<file path="src/sv/qpvt_pkg.sv">
// Shared types, codes and candidate tables for the quadruple point violation test.
`default_nettype none

package qpvt_pkg;

    // Request opcodes
    localparam logic [1:0] OP_LOAD_POINT = 2'd0;
    localparam logic [1:0] OP_LOAD_FRAC  = 2'd1;
    localparam logic [1:0] OP_CHECK      = 2'd2;

    // Test kinds
    localparam logic [1:0] KIND_VERTEX = 2'd0;
    localparam logic [1:0] KIND_EDGE   = 2'd1;
    localparam logic [1:0] KIND_FACE   = 2'd2;

    localparam logic [2:0] NUM_POINTS = 3'd5;
    localparam logic [2:0] NUM_EDGES  = 3'd6;
    localparam logic [2:0] QUAD_SLOT  = 3'd4;
    localparam logic [1:0] LAST_ROLE  = 2'd2;
    localparam logic [1:0] LAST_COORD = 2'd2;

    // Multiply steps: 0..5 build the normal, 6..11 the plane distance
    localparam logic [3:0] STEP_DIST0 = 4'd6;
    localparam logic [3:0] STEP_LAST  = 4'd11;

    // Point reference: a corner (t holds its index) or the cut point on edge f->t
    typedef struct packed {
        logic       is_edge;
        logic [1:0] f;
        logic [1:0] t;
    } ref_t;

    // Plane refs: [0] base, [1] A, [2] B
    typedef ref_t [2:0] plane_t;

    typedef enum logic [3:0] {
        DP_NOP,
        DP_LD_CORNER,
        DP_EDGE_F,
        DP_EDGE_T,
        DP_EDGE_MUL,
        DP_EDGE_ADD,
        DP_DIFF,
        DP_MUL,
        DP_ACC
    } dp_op_t;

    typedef struct packed {
        dp_op_t     op;
        logic       wr_pt;
        logic       wr_fr;
        logic [2:0] pt_addr;
        logic [2:0] fr_addr;
        logic       fr_hi;
        logic [1:0] role;
        logic [1:0] coord;
        logic [3:0] step;
    } dp_cmd_t;

    function automatic ref_t cr(input logic [1:0] c);
        ref_t r;
        r.is_edge = 1'b0;
        r.f       = 2'd0;
        r.t       = c;
        return r;
    endfunction

    function automatic ref_t er(input logic [1:0] f, input logic [1:0] t);
        ref_t r;
        r.is_edge = 1'b1;
        r.f       = f;
        r.t       = t;
        return r;
    endfunction

    function automatic plane_t mkpl(input ref_t b, input ref_t a, input ref_t c);
        plane_t p;
        p[0] = b;
        p[1] = a;
        p[2] = c;
        return p;
    endfunction

    function automatic plane_t cand_plane(input logic [3:0] cand, input logic [1:0] plane);
        plane_t p;
        p = mkpl(cr(2'd0), cr(2'd0), cr(2'd0));
        unique case ({cand, plane})
            {4'd0, 2'd0}:  p = mkpl(er(2'd0, 2'd1), cr(2'd2), cr(2'd3));
            {4'd0, 2'd1}:  p = mkpl(er(2'd0, 2'd2), cr(2'd3), cr(2'd1));
            {4'd0, 2'd2}:  p = mkpl(er(2'd0, 2'd3), cr(2'd1), cr(2'd2));
            {4'd1, 2'd0}:  p = mkpl(er(2'd1, 2'd0), cr(2'd3), cr(2'd2));
            {4'd1, 2'd1}:  p = mkpl(er(2'd1, 2'd3), cr(2'd2), cr(2'd0));
            {4'd1, 2'd2}:  p = mkpl(er(2'd1, 2'd2), cr(2'd0), cr(2'd3));
            {4'd2, 2'd0}:  p = mkpl(er(2'd2, 2'd0), cr(2'd1), cr(2'd3));
            {4'd2, 2'd1}:  p = mkpl(er(2'd2, 2'd3), cr(2'd0), cr(2'd1));
            {4'd2, 2'd2}:  p = mkpl(er(2'd2, 2'd1), cr(2'd3), cr(2'd0));
            {4'd3, 2'd0}:  p = mkpl(er(2'd3, 2'd0), cr(2'd2), cr(2'd1));
            {4'd3, 2'd1}:  p = mkpl(er(2'd3, 2'd2), cr(2'd1), cr(2'd0));
            {4'd3, 2'd2}:  p = mkpl(er(2'd3, 2'd1), cr(2'd0), cr(2'd2));
            {4'd4, 2'd0}:  p = mkpl(cr(2'd1), er(2'd0, 2'd2), er(2'd0, 2'd3));
            {4'd4, 2'd1}:  p = mkpl(cr(2'd0), er(2'd1, 2'd3), er(2'd1, 2'd2));
            {4'd5, 2'd0}:  p = mkpl(cr(2'd2), er(2'd0, 2'd3), er(2'd0, 2'd1));
            {4'd5, 2'd1}:  p = mkpl(cr(2'd0), er(2'd2, 2'd1), er(2'd2, 2'd3));
            {4'd6, 2'd0}:  p = mkpl(cr(2'd3), er(2'd0, 2'd1), er(2'd0, 2'd2));
            {4'd6, 2'd1}:  p = mkpl(cr(2'd0), er(2'd3, 2'd2), er(2'd3, 2'd1));
            {4'd7, 2'd0}:  p = mkpl(cr(2'd2), er(2'd1, 2'd0), er(2'd1, 2'd3));
            {4'd7, 2'd1}:  p = mkpl(cr(2'd1), er(2'd2, 2'd3), er(2'd2, 2'd0));
            {4'd8, 2'd0}:  p = mkpl(cr(2'd3), er(2'd1, 2'd2), er(2'd1, 2'd0));
            {4'd8, 2'd1}:  p = mkpl(cr(2'd1), er(2'd3, 2'd0), er(2'd3, 2'd2));
            {4'd9, 2'd0}:  p = mkpl(cr(2'd3), er(2'd2, 2'd0), er(2'd2, 2'd1));
            {4'd9, 2'd1}:  p = mkpl(cr(2'd2), er(2'd3, 2'd1), er(2'd3, 2'd0));
            {4'd10, 2'd0}: p = mkpl(cr(2'd0), er(2'd1, 2'd3), er(2'd2, 2'd3));
            {4'd10, 2'd1}: p = mkpl(cr(2'd1), er(2'd2, 2'd3), er(2'd0, 2'd3));
            {4'd10, 2'd2}: p = mkpl(cr(2'd2), er(2'd0, 2'd3), er(2'd1, 2'd3));
            {4'd11, 2'd0}: p = mkpl(cr(2'd0), er(2'd2, 2'd1), er(2'd3, 2'd1));
            {4'd11, 2'd1}: p = mkpl(cr(2'd2), er(2'd3, 2'd1), er(2'd0, 2'd1));
            {4'd11, 2'd2}: p = mkpl(cr(2'd3), er(2'd0, 2'd1), er(2'd2, 2'd1));
            {4'd12, 2'd0}: p = mkpl(cr(2'd0), er(2'd3, 2'd2), er(2'd1, 2'd2));
            {4'd12, 2'd1}: p = mkpl(cr(2'd1), er(2'd0, 2'd2), er(2'd3, 2'd2));
            {4'd12, 2'd2}: p = mkpl(cr(2'd3), er(2'd1, 2'd2), er(2'd0, 2'd2));
            {4'd13, 2'd0}: p = mkpl(cr(2'd1), er(2'd3, 2'd0), er(2'd2, 2'd0));
            {4'd13, 2'd1}: p = mkpl(cr(2'd2), er(2'd1, 2'd0), er(2'd3, 2'd0));
            {4'd13, 2'd2}: p = mkpl(cr(2'd3), er(2'd2, 2'd0), er(2'd1, 2'd0));
            default:       p = mkpl(cr(2'd0), cr(2'd0), cr(2'd0));
        endcase
        return p;
    endfunction

    function automatic logic [1:0] last_plane(input logic [3:0] cand);
        logic [1:0] n;
        n = ((cand >= 4'd4) && (cand <= 4'd9)) ? 2'd1 : 2'd2;
        return n;
    endfunction

    function automatic logic [2:0] edge_of(input logic [1:0] f, input logic [1:0] t);
        logic [2:0] k;
        unique case ({f, t})
            {2'd0, 2'd1}, {2'd1, 2'd0}: k = 3'd0;
            {2'd0, 2'd2}, {2'd2, 2'd0}: k = 3'd1;
            {2'd0, 2'd3}, {2'd3, 2'd0}: k = 3'd2;
            {2'd1, 2'd2}, {2'd2, 2'd1}: k = 3'd3;
            {2'd1, 2'd3}, {2'd3, 2'd1}: k = 3'd4;
            {2'd2, 2'd3}, {2'd3, 2'd2}: k = 3'd5;
            default:                    k = 3'd0;
        endcase
        return k;
    endfunction

    function automatic logic [3:0] kind_start(input logic [1:0] kind);
        logic [3:0] s;
        unique case (kind)
            KIND_VERTEX: s = 4'd0;
            KIND_EDGE:   s = 4'd4;
            KIND_FACE:   s = 4'd10;
            default:     s = 4'd0;
        endcase
        return s;
    endfunction

    function automatic logic [3:0] kind_end(input logic [1:0] kind);
        logic [3:0] e;
        unique case (kind)
            KIND_VERTEX: e = 4'd4;
            KIND_EDGE:   e = 4'd10;
            KIND_FACE:   e = 4'd14;
            default:     e = 4'd0;
        endcase
        return e;
    endfunction

endpackage

`default_nettype wire

</file>
<file path="src/sv/qpvt_dp.sv">
// Datapath: point and fraction stores, edge point builder, shared multiplier, accumulators.
`default_nettype none

module qpvt_dp
    import qpvt_pkg::*;
#(
    parameter int COORD_BITS    = 24,
    parameter int FRACTION_BITS = 16
) (
    input  wire logic                       clk,
    input  wire dp_cmd_t                    cmd,
    input  wire logic [2:0]                 slot,
    input  wire logic signed [COORD_BITS-1:0] x_coord,
    input  wire logic signed [COORD_BITS-1:0] y_coord,
    input  wire logic signed [COORD_BITS-1:0] z_coord,
    input  wire logic [FRACTION_BITS:0]     frac_from_low_end,
    input  wire logic [FRACTION_BITS:0]     frac_from_high_end,
    output logic                            positive
);

    localparam int C  = COORD_BITS;
    localparam int F  = FRACTION_BITS;
    localparam int D  = C + 1;
    localparam int MW = (C + 2 > F + 2) ? C + 2 : F + 2;
    localparam int PW = 2 * MW;
    localparam int NW = 2 * D + 1;
    localparam int DW = 3 * D + 4;
    localparam logic [F:0] ONE = {1'b1, {F{1'b0}}};
    localparam logic signed [PW-1:0] HALF = PW'(1) <<< (F - 1);

    logic signed [C-1:0] pt_mem [5][3];
    logic        [F:0]   fr_mem [6][2];

    logic signed [C-1:0] ea_reg [3];
    logic signed [D-1:0] ed_reg [3];
    logic        [F:0]   alpha_reg;
    logic signed [C-1:0] p_reg [3][3];
    logic signed [D-1:0] u_reg [3];
    logic signed [D-1:0] v_reg [3];
    logic signed [D-1:0] q_reg [3];
    logic signed [PW-1:0] prod_reg;
    logic signed [NW-1:0] n_acc_reg;
    logic signed [NW-1:0] n_reg [3];
    logic signed [DW-1:0] d_acc_reg;

    logic signed [C-1:0]  pt_rd [3];
    logic signed [MW-1:0] mul_a;
    logic signed [MW-1:0] mul_b;
    logic signed [PW-1:0] mul_p;
    logic signed [NW-1:0] n_sel;
    logic signed [D-1:0]  q_sel;
    logic signed [PW-1:0] rnd_sum;
    logic signed [PW-1:0] rnd_val;
    logic signed [DW-1:0] term;
    logic [F:0]           lo_sat;
    logic [F:0]           hi_sat;

    always_comb
    begin
        for (int c = 0; c < 3; c++)
        begin
            pt_rd[c] = pt_mem[cmd.pt_addr][c];
        end
        lo_sat = (frac_from_low_end > ONE) ? ONE : frac_from_low_end;
        hi_sat = (frac_from_high_end > ONE) ? ONE : frac_from_high_end;
    end

    // Operand select for the shared multiplier
    always_comb
    begin
        n_sel = n_reg[0];
        q_sel = q_reg[0];
        unique case (cmd.step)
            4'd6, 4'd7:   begin n_sel = n_reg[0]; q_sel = q_reg[0]; end
            4'd8, 4'd9:   begin n_sel = n_reg[1]; q_sel = q_reg[1]; end
            4'd10, 4'd11: begin n_sel = n_reg[2]; q_sel = q_reg[2]; end
            default:      begin n_sel = n_reg[0]; q_sel = q_reg[0]; end
        endcase

        mul_a = '0;
        mul_b = '0;
        if (cmd.op == DP_EDGE_MUL)
        begin
            mul_a = MW'(alpha_reg);
            mul_b = MW'(ed_reg[cmd.coord]);
        end
        else if (cmd.op == DP_MUL)
        begin
            unique case (cmd.step)
                4'd0:    begin mul_a = MW'(u_reg[1]); mul_b = MW'(v_reg[2]); end
                4'd1:    begin mul_a = MW'(u_reg[2]); mul_b = MW'(v_reg[1]); end
                4'd2:    begin mul_a = MW'(u_reg[2]); mul_b = MW'(v_reg[0]); end
                4'd3:    begin mul_a = MW'(u_reg[0]); mul_b = MW'(v_reg[2]); end
                4'd4:    begin mul_a = MW'(u_reg[0]); mul_b = MW'(v_reg[1]); end
                4'd5:    begin mul_a = MW'(u_reg[1]); mul_b = MW'(v_reg[0]); end
                default:
                begin
                    // split the normal: low part unsigned, high part signed
                    if (cmd.step[0])
                    begin
                        mul_a = MW'($signed(n_sel[NW-1:D]));
                    end
                    else
                    begin
                        mul_a = MW'({1'b0, n_sel[D-1:0]});
                    end
                    mul_b = MW'(q_sel);
                end
            endcase
        end
        mul_p = mul_a * mul_b;

        // round half up, then floor shift
        rnd_sum = prod_reg + HALF;
        rnd_val = rnd_sum >>> F;

        if (cmd.step[0])
        begin
            term = DW'(prod_reg) <<< D;
        end
        else
        begin
            term = DW'(prod_reg);
        end
    end

    always_ff @(posedge clk)
    begin
        if (cmd.wr_pt)
        begin
            pt_mem[slot][0] <= x_coord;
            pt_mem[slot][1] <= y_coord;
            pt_mem[slot][2] <= z_coord;
        end
        if (cmd.wr_fr)
        begin
            fr_mem[slot][0] <= lo_sat;
            fr_mem[slot][1] <= hi_sat;
        end

        unique case (cmd.op)
            DP_LD_CORNER:
            begin
                for (int c = 0; c < 3; c++)
                begin
                    p_reg[cmd.role][c] <= pt_rd[c];
                end
            end
            DP_EDGE_F:
            begin
                for (int c = 0; c < 3; c++)
                begin
                    ea_reg[c] <= pt_rd[c];
                end
                alpha_reg <= fr_mem[cmd.fr_addr][cmd.fr_hi];
            end
            DP_EDGE_T:
            begin
                for (int c = 0; c < 3; c++)
                begin
                    ed_reg[c] <= D'(pt_rd[c]) - D'(ea_reg[c]);
                end
            end
            DP_EDGE_MUL, DP_MUL:
            begin
                prod_reg <= mul_p;
            end
            DP_EDGE_ADD:
            begin
                p_reg[cmd.role][cmd.coord] <= ea_reg[cmd.coord] + C'(rnd_val);
            end
            DP_DIFF:
            begin
                for (int c = 0; c < 3; c++)
                begin
                    u_reg[c] <= D'(p_reg[1][c]) - D'(p_reg[0][c]);
                    v_reg[c] <= D'(p_reg[2][c]) - D'(p_reg[0][c]);
                    q_reg[c] <= D'(pt_rd[c]) - D'(p_reg[0][c]);
                end
            end
            DP_ACC:
            begin
                if (cmd.step < STEP_DIST0)
                begin
                    if (cmd.step[0])
                    begin
                        n_reg[cmd.step[2:1]] <= n_acc_reg - NW'(prod_reg);
                    end
                    else
                    begin
                        n_acc_reg <= NW'(prod_reg);
                    end
                end
                else if (cmd.step == STEP_DIST0)
                begin
                    d_acc_reg <= term;
                end
                else
                begin
                    d_acc_reg <= d_acc_reg + term;
                end
            end
            default:
            begin
            end
        endcase
    end

    assign positive = !d_acc_reg[DW-1] && (d_acc_reg != '0);

endmodule

`default_nettype wire

</file>
<file path="src/sv/qpvt_ctrl.sv">
// Controller: request handshake, candidate/plane sequencing and result register.
`default_nettype none

module qpvt_ctrl
    import qpvt_pkg::*;
(
    input  wire logic       clk,
    input  wire logic       rst_n,
    input  wire logic       in_valid,
    output logic            in_ready,
    input  wire logic [1:0] op,
    input  wire logic [2:0] slot,
    input  wire logic [1:0] test_kind,
    input  wire logic       quad_present,
    output logic            out_valid,
    input  wire logic       out_ready,
    output logic            violating,
    output logic [2:0]      nearest_index,
    output logic            skipped,
    input  wire logic       positive,
    output dp_cmd_t         cmd
);

    typedef enum logic [3:0] {
        S_IDLE,
        S_FETCH,
        S_EDGE_T,
        S_EMUL,
        S_EADD,
        S_DIFF,
        S_MUL,
        S_ACC,
        S_TEST
    } state_t;

    state_t     state_reg;
    logic [3:0] cand_reg;
    logic [3:0] start_reg;
    logic [3:0] end_reg;
    logic [1:0] plane_reg;
    logic [1:0] role_reg;
    logic [1:0] coord_reg;
    logic [3:0] step_reg;
    logic       out_valid_reg;
    logic       violating_reg;
    logic [2:0] index_reg;
    logic       skipped_reg;

    plane_t     cur_plane;
    ref_t       cur_ref;
    logic       accept;
    logic [3:0] cand_off;

    always_comb
    begin
        cur_plane = cand_plane(cand_reg, plane_reg);
        cur_ref   = cur_plane[role_reg];
        in_ready  = (state_reg == S_IDLE) &&
                    !((op == OP_CHECK) && out_valid_reg && !out_ready);
        accept    = in_valid && in_ready;
        cand_off  = cand_reg - start_reg;

        cmd         = '0;
        cmd.op      = DP_NOP;
        cmd.wr_pt   = accept && (op == OP_LOAD_POINT) && (slot < NUM_POINTS);
        cmd.wr_fr   = accept && (op == OP_LOAD_FRAC) && (slot < NUM_EDGES);
        cmd.role    = role_reg;
        cmd.coord   = coord_reg;
        cmd.step    = step_reg;
        cmd.fr_addr = edge_of(cur_ref.f, cur_ref.t);
        cmd.fr_hi   = cur_ref.f > cur_ref.t;
        unique case (state_reg)
            S_FETCH:
            begin
                cmd.op      = cur_ref.is_edge ? DP_EDGE_F : DP_LD_CORNER;
                cmd.pt_addr = cur_ref.is_edge ? {1'b0, cur_ref.f} : {1'b0, cur_ref.t};
            end
            S_EDGE_T:
            begin
                cmd.op      = DP_EDGE_T;
                cmd.pt_addr = {1'b0, cur_ref.t};
            end
            S_EMUL:  cmd.op = DP_EDGE_MUL;
            S_EADD:  cmd.op = DP_EDGE_ADD;
            S_DIFF:
            begin
                cmd.op      = DP_DIFF;
                cmd.pt_addr = QUAD_SLOT;
            end
            S_MUL:   cmd.op = DP_MUL;
            S_ACC:   cmd.op = DP_ACC;
            default: cmd.op = DP_NOP;
        endcase
    end

    always_ff @(posedge clk or negedge rst_n)
    begin
        if (!rst_n)
        begin
            state_reg     <= S_IDLE;
            cand_reg      <= '0;
            start_reg     <= '0;
            end_reg       <= '0;
            plane_reg     <= '0;
            role_reg      <= '0;
            coord_reg     <= '0;
            step_reg      <= '0;
            out_valid_reg <= 1'b0;
            violating_reg <= 1'b0;
            index_reg     <= '0;
            skipped_reg   <= 1'b0;
        end
        else
        begin
            // drop the result once taken; a new result below overrides
            if (out_ready)
            begin
                out_valid_reg <= 1'b0;
            end

            unique case (state_reg)
                S_IDLE:
                begin
                    if (accept && (op == OP_CHECK))
                    begin
                        if (!quad_present)
                        begin
                            out_valid_reg <= 1'b1;
                            violating_reg <= 1'b0;
                            index_reg     <= '0;
                            skipped_reg   <= 1'b1;
                        end
                        else if (test_kind > KIND_FACE)
                        begin
                            out_valid_reg <= 1'b1;
                            violating_reg <= 1'b0;
                            index_reg     <= '0;
                            skipped_reg   <= 1'b0;
                        end
                        else
                        begin
                            cand_reg  <= kind_start(test_kind);
                            start_reg <= kind_start(test_kind);
                            end_reg   <= kind_end(test_kind);
                            plane_reg <= '0;
                            role_reg  <= '0;
                            state_reg <= S_FETCH;
                        end
                    end
                end
                S_FETCH:
                begin
                    if (cur_ref.is_edge)
                    begin
                        state_reg <= S_EDGE_T;
                    end
                    else if (role_reg == LAST_ROLE)
                    begin
                        state_reg <= S_DIFF;
                    end
                    else
                    begin
                        role_reg <= role_reg + 2'd1;
                    end
                end
                S_EDGE_T:
                begin
                    coord_reg <= '0;
                    state_reg <= S_EMUL;
                end
                S_EMUL:
                begin
                    state_reg <= S_EADD;
                end
                S_EADD:
                begin
                    if (coord_reg == LAST_COORD)
                    begin
                        if (role_reg == LAST_ROLE)
                        begin
                            state_reg <= S_DIFF;
                        end
                        else
                        begin
                            role_reg  <= role_reg + 2'd1;
                            state_reg <= S_FETCH;
                        end
                    end
                    else
                    begin
                        coord_reg <= coord_reg + 2'd1;
                        state_reg <= S_EMUL;
                    end
                end
                S_DIFF:
                begin
                    step_reg  <= '0;
                    state_reg <= S_MUL;
                end
                S_MUL:
                begin
                    state_reg <= S_ACC;
                end
                S_ACC:
                begin
                    if (step_reg == STEP_LAST)
                    begin
                        state_reg <= S_TEST;
                    end
                    else
                    begin
                        step_reg  <= step_reg + 4'd1;
                        state_reg <= S_MUL;
                    end
                end
                S_TEST:
                begin
                    role_reg <= '0;
                    if (positive)
                    begin
                        if (plane_reg == last_plane(cand_reg))
                        begin
                            out_valid_reg <= 1'b1;
                            violating_reg <= 1'b1;
                            index_reg     <= cand_off[2:0];
                            skipped_reg   <= 1'b0;
                            state_reg     <= S_IDLE;
                        end
                        else
                        begin
                            plane_reg <= plane_reg + 2'd1;
                            state_reg <= S_FETCH;
                        end
                    end
                    else if (cand_reg + 4'd1 == end_reg)
                    begin
                        out_valid_reg <= 1'b1;
                        violating_reg <= 1'b0;
                        index_reg     <= '0;
                        skipped_reg   <= 1'b0;
                        state_reg     <= S_IDLE;
                    end
                    else
                    begin
                        cand_reg  <= cand_reg + 4'd1;
                        plane_reg <= '0;
                        state_reg <= S_FETCH;
                    end
                end
                default:
                begin
                    state_reg <= S_IDLE;
                end
            endcase
        end
    end

    assign out_valid     = out_valid_reg;
    assign violating     = violating_reg;
    assign nearest_index = index_reg;
    assign skipped       = skipped_reg;

endmodule

`default_nettype wire

</file>
<file path="src/sv/quadruple_point_violation_test_unit.sv">
// Top level: quadruple point violation test for one tetrahedron.
//
// Requests arrive on the in channel (in_valid/in_ready): op 0 loads a point
// (corners in slots 0..3, quadruple in slot 4), op 1 loads the two cut
// fractions of an edge, op 2 runs a vertex, edge or face check. Loads are
// written at accept and give no result. A check gives one result on the out
// channel (out_valid/out_ready): violating, nearest_index, skipped.
// An absent quadruple or unused test kind answers in the cycle after accept.
// Otherwise each plane tested costs 3 point fetches (a corner read directly,
// an edge cut point built through the shared multiplier one coordinate at a
// time), a difference step, the multiply and accumulate steps for the normal
// and the plane distance, and a test step; up to 12 planes a check.
// Loads are taken while a result waits; a new check waits until the result
// register is free. Reset empties the result register and returns the
// sequencer to idle; stored points and fractions are undefined until loaded.
`default_nettype none

module quadruple_point_violation_test_unit
    import qpvt_pkg::*;
#(
    parameter int COORD_BITS    = 24,
    parameter int FRACTION_BITS = 16
) (
    input  wire logic                         clk,
    input  wire logic                         rst_n,
    input  wire logic                         in_valid,
    output logic                              in_ready,
    input  wire logic [1:0]                   op,
    input  wire logic [2:0]                   slot,
    input  wire logic signed [COORD_BITS-1:0] x_coord,
    input  wire logic signed [COORD_BITS-1:0] y_coord,
    input  wire logic signed [COORD_BITS-1:0] z_coord,
    input  wire logic [FRACTION_BITS:0]       frac_from_low_end,
    input  wire logic [FRACTION_BITS:0]       frac_from_high_end,
    input  wire logic [1:0]                   test_kind,
    input  wire logic                         quad_present,
    output logic                              out_valid,
    input  wire logic                         out_ready,
    output logic                              violating,
    output logic [2:0]                        nearest_index,
    output logic                              skipped
);

    dp_cmd_t cmd;
    logic    positive;

    qpvt_ctrl u_ctrl (
        .clk           (clk),
        .rst_n         (rst_n),
        .in_valid      (in_valid),
        .in_ready      (in_ready),
        .op            (op),
        .slot          (slot),
        .test_kind     (test_kind),
        .quad_present  (quad_present),
        .out_valid     (out_valid),
        .out_ready     (out_ready),
        .violating     (violating),
        .nearest_index (nearest_index),
        .skipped       (skipped),
        .positive      (positive),
        .cmd           (cmd)
    );

    qpvt_dp #(
        .COORD_BITS    (COORD_BITS),
        .FRACTION_BITS (FRACTION_BITS)
    ) u_dp (
        .clk                (clk),
        .cmd                (cmd),
        .slot               (slot),
        .x_coord            (x_coord),
        .y_coord            (y_coord),
        .z_coord            (z_coord),
        .frac_from_low_end  (frac_from_low_end),
        .frac_from_high_end (frac_from_high_end),
        .positive           (positive)
    );

endmodule

`default_nettype wire

</file>
<file path="config.mk">
export PLATFORM = sky130hd
export DESIGN_NAME = quadruple_point_violation_test_unit
export DESIGN_NICKNAME = d
export VERILOG_FILES = /design/src/sv/qpvt_pkg.sv /design/src/sv/qpvt_dp.sv /design/src/sv/qpvt_ctrl.sv /design/src/sv/quadruple_point_violation_test_unit.sv
export SDC_FILE = /design/constraint.sdc
export NUM_CORES = 2
export LEC_CHECK = 0
export BUFFER_PORTS_ARGS = -buffer_cell sky130_fd_sc_hd__clkbuf_2
export CORE_MARGIN = 4
export CORE_UTILIZATION = 55
export DETAILED_ROUTE_END_ITERATION = 10
export GPL_TIMING_DRIVEN = 0
export PLACE_DENSITY_LB_ADDON = 0.08
export SYNTH_ARGS = -nofsm -noshare
export SYNTH_HDL_FRONTEND = slang
export SYNTH_SLANG_ARGS = --single-unit
export TNS_END_PERCENT = 1
</file>
<file path="constraint.sdc">
create_clock -name clk -period 15.8 [get_ports clk]
set_clock_uncertainty 0.15 [all_clocks]
set_input_delay 0.79 -clock clk [delete_from_list [all_inputs] [get_ports clk]]
set_output_delay 0.79 -clock clk [all_outputs]
set_load 0.02 [all_outputs]
</file>
==> flow_metrics.py <==
metrics = {
    "run_status": {
        "status": "finished, violations left",
        "failed_checks": "max-capacitance violations",
    },
    "power_and_ir_drop": {
        "netSwitchingFraction_pct": 23.84,
        "p_per_area_nw_per_um2": 80.03,
        "leakage_nw": 47.73,
        "peakVddDrop_mv": 0.1137,
        "total_power_mw": 9.309,
        "p_sw_mw": 2.220,
        "p_seq_share_pct": 48.4,
        "p_int_mw": 7.089,
        "clkPwrFrac_pct": 43.8,
        "combPwrFrac_pct": 7.8,
    },
    "global_route": {
        "grt-ovfl-total": 0,
        "grt_pass1_vias": 76290,
        "grt_max_degree": 70,
        "grt_first_pass_wirelength_um": 504700,
        "antenna_found_initial": 26,
        "grt_util_all_layers_pct": 35.16,
    },
    "timing": {
        "max-slew-margin-rel_pct": 0.3931,
        "worst_pin_slew_ps": 1494,
        "rsz0062_at_grt": "false",
        "fin_crit_ps": 15150,
        "setup_viol": 0,
        "fin_crit_sh_pct": 95.90,
        "slew_viol_final": 0,
        "hold_violations": 0,
        "finalSetupTns_ps": 0,
        "setup_ws_ps": 647.1,
        "timing.fmax_mhz": 65.99,
        "timing.hold.ws_ps": 42.53,
    },
    "yosys": {
        "ys_seq_area_share_pct": 43.68,
        "synth_enable_flop_cells": 1504,
        "syn_area_sq_um": 105000,
        "ys_top_cells_by_area": "edfxtp_1 43%, fa_1 14%, ha_1 7.3%",
        "synth_most_common_cell": "edfxtp_1",
        "async_flop_share_pct": 1.828,
        "synthCells": 9571,
        "syn-num-nets": 11030,
        "syn_avg_cell_area_sq_um": 10.97,
        "synth_top_area_cell": "edfxtp_1",
        "ys_types": 99,
        "ys.flop_type": "edfxtp_1",
        "synth_top_cell_area_share_pct": 43.02,
        "synth_warnings": 0,
        "synth_commonest_cells": "1504 x edfxtp_1, 1138 x inv_1, 1002 x nand2_1",
        "ys_ff_latch": 1532,
    },
    "detailed_routing": {
        "top_layer": "met5",
        "drt.antenna.violating_nets": 0,
        "wirelength_um": 350400,
        "drc": 0,
        "met3WireLength_um": 29130,
        "drt_first_pass_iters": 8,
        "wl_met2_um": 162900,
        "drt-initial-drc-count": 8027,
        "avgRoutedWirePerCell_um": 27.69,
        "met1Wirelength_um": 135000,
        "viasPerCell": 6.078,
        "num_vias": 76910,
    },
    "placed_design": {
        "gp_congestion": 0.9997,
        "place_area_sq_um": 110200,
        "hpwl_um": 283200,
        "portBuffers": 124,
        "place_ws_ps": 939.2,
        "dp.cells": 12300,
    },
    "critical_path": {
        "cp_slowest_stage_delay_ps": 1130,
        "worstSetupStartpointType": "register",
        "rrSetupSlack_ps": 650,
        "cp_slowest_cell": "o21ai_0",
        "worstSetupPathType": "register to register",
        "crit_top_cell": "clkbuf_1",
        "worstPathArrival_ps": 15560,
        "cp-end-kind": "register",
        "r2r_start": "u_ctrl.step_reg[0]",
        "reg2reg_to": "u_dp.prod_reg[50]",
        "rr_worst_depth": 39,
        "cp_data_required_time_ps": 16210,
        "cp_max_fo": 11,
    },
    "floorplan": {
        "die_area_sq_um": 197900,
        "start_util_pct": 55.26,
        "io_pins": 125,
        "fp-row-count": 160,
        "die_w_um": 444.9,
        "die_y_um": 444.9,
        "core_area_sq_um": 190000,
    },
    "clocking": {
        "cts_buffers": 167,
        "root_buffer": "clkbuf_16",
        "clkTransAtPathRegs_ps": 60,
        "clkSinkCount": 1532,
        "cts_resized": 0,
        "cts_tree": "done",
        "post-cts-setup-buffer-count": 0,
        "h-tree-depth": 4,
        "clk_latency_ps": 850,
        "cts_max_path_buffers": 3,
    },
    "min_path": {
        "holdPathStages": 1,
        "min_from": "x_coord[13]",
        "holdPathEnd": "u_dp.pt_mem[3][61]",
        "hp-class": "input pin to register",
    },
    "finish": {
        "largest_reg_flops": 360,
        "areaGrowthSynthToFinish_pct": 10.79,
        "n_fill_cell": 15430,
        "finish.utilization_pct": 61.22,
        "fin_nets": 11450,
        "multi_input_area_sq_um": 53650,
        "register_area_sq_um": 45860,
        "drive_above_1_share_pct": 7.184,
        "stdcell_count": 12660,
        "fin_area_sq_um": 116300,
    },
    "job": {
        "cap_violations": 2,
    },
}
[layout by cell type, fill, tap and decap left out, types with 50 or more instances in the layout]
cell       instances
and3_1            56
a211oi_1          64
a222oi_1          50
and2_1           100
mux2i_1          176
nand4_1           52
nand3_1          111
clkbuf_2         125
nand2_1         1002
ha_1             616
o21a_1            63
xnor2_1          308
inv_1           1136
a21oi_1          528
nor2b_1          164
a21o_1           168
nand2b_1          84
clkbuf_1         306
clkbuf_16        168
a31oi_1           51
xor2_1           121
nor3_1           109
o21ai_0          465
edfxtp_1        1504
mux4_2            53
nor2_1           715
fa_1             726
a22o_1            75
[power by group through the flow]
stage,Clock [mW],Combinational [mW],Sequential [mW]
floorplan,0,0.427,4.59
global placement,0,0.678,4.59
detailed placement,0,0.702,4.59
CTS,4.11,0.714,4.50
global route,4.29,0.777,4.50
finish,4.08,0.726,4.50
[how the worst max path moves through the flow]
stage | slack [ps] | cells after the start | to | from
global placement | -3940 | 18 | u_dp.ed_reg[1][23] | u_ctrl.state_reg[3]
finish | 650 | 39 | u_dp.prod_reg[50] | u_ctrl.step_reg[0]
floorplan | 3670 | 18 | u_dp.ed_reg[1][23] | u_ctrl.state_reg[3]
detailed placement | 940 | 40 | u_dp.prod_reg[50] | u_ctrl.step_reg[0]
CTS | 900 | 40 | u_dp.prod_reg[50] | u_ctrl.step_reg[0]
global route | 390 | 39 | u_dp.prod_reg[50] | u_ctrl.step_reg[0]
[routing by layer]
| metal | up-vias | track usage [%] |
|---|---|---|
| met5 | - | 0 |
| met3 | 809 | 6.512 |
| li1 | 34250 | - |
| met4 | 8 | 19.38 |
| met1 | 38380 | 45.14 |
| met2 | 3465 | 56.72 |
[cell families (layout without fill, tap and decap cells)]
| kind of cell | after synthesis | after routing | synth area share, % |
|---|---|---|---|
| compound gates | 1933 | 1933 | 11.86 |
| xor+xnor | 429 | 429 | 3.579 |
| fa+ha+maj | 1342 | 1342 | 21.18 |
| buf+inv | 1496 | 2058 | 5.430 |
| flops | 1532 | 1532 | 43.68 |
| mux | 273 | 273 | 3.287 |
| other cells | 0 | 11 | 0 |
| simple gates | 2566 | 2566 | 10.97 |
[worst max-delay path: cells and delay by family (launching register included)]
kind | cells | cell delay, ps
AO/OA/AOI/OAI | 17 | 5610
XOR/XNOR | 1 | 190
adder cells (fa/ha/maj) | 9 | 3850
buffers and inverters | 11 | 4400
flip-flops | 1 | 400
AND/OR/NAND/NOR | 1 | 210
[final cells by class]
cell class,count,share of cell area [%]
Multi-Input combinational cell,6543,46.13
Timing Repair Buffer,252,1.900
Sequential cell,1532,39.43
Inverter,1142,3.690
Clock buffer,193,3.695
Clock inverter,117,1.213
Buffer,354,1.220
Tap cell,2511,2.701
Antenna cell,11,0.02367
[repair_timing]
item	4_1_cts	5_1_grt
endpoints found under the hold margin	193	0
endpoints found under the setup margin	0	0
hold buffers	37	0
No activity file was read; power rests on OpenSTA's default activity.
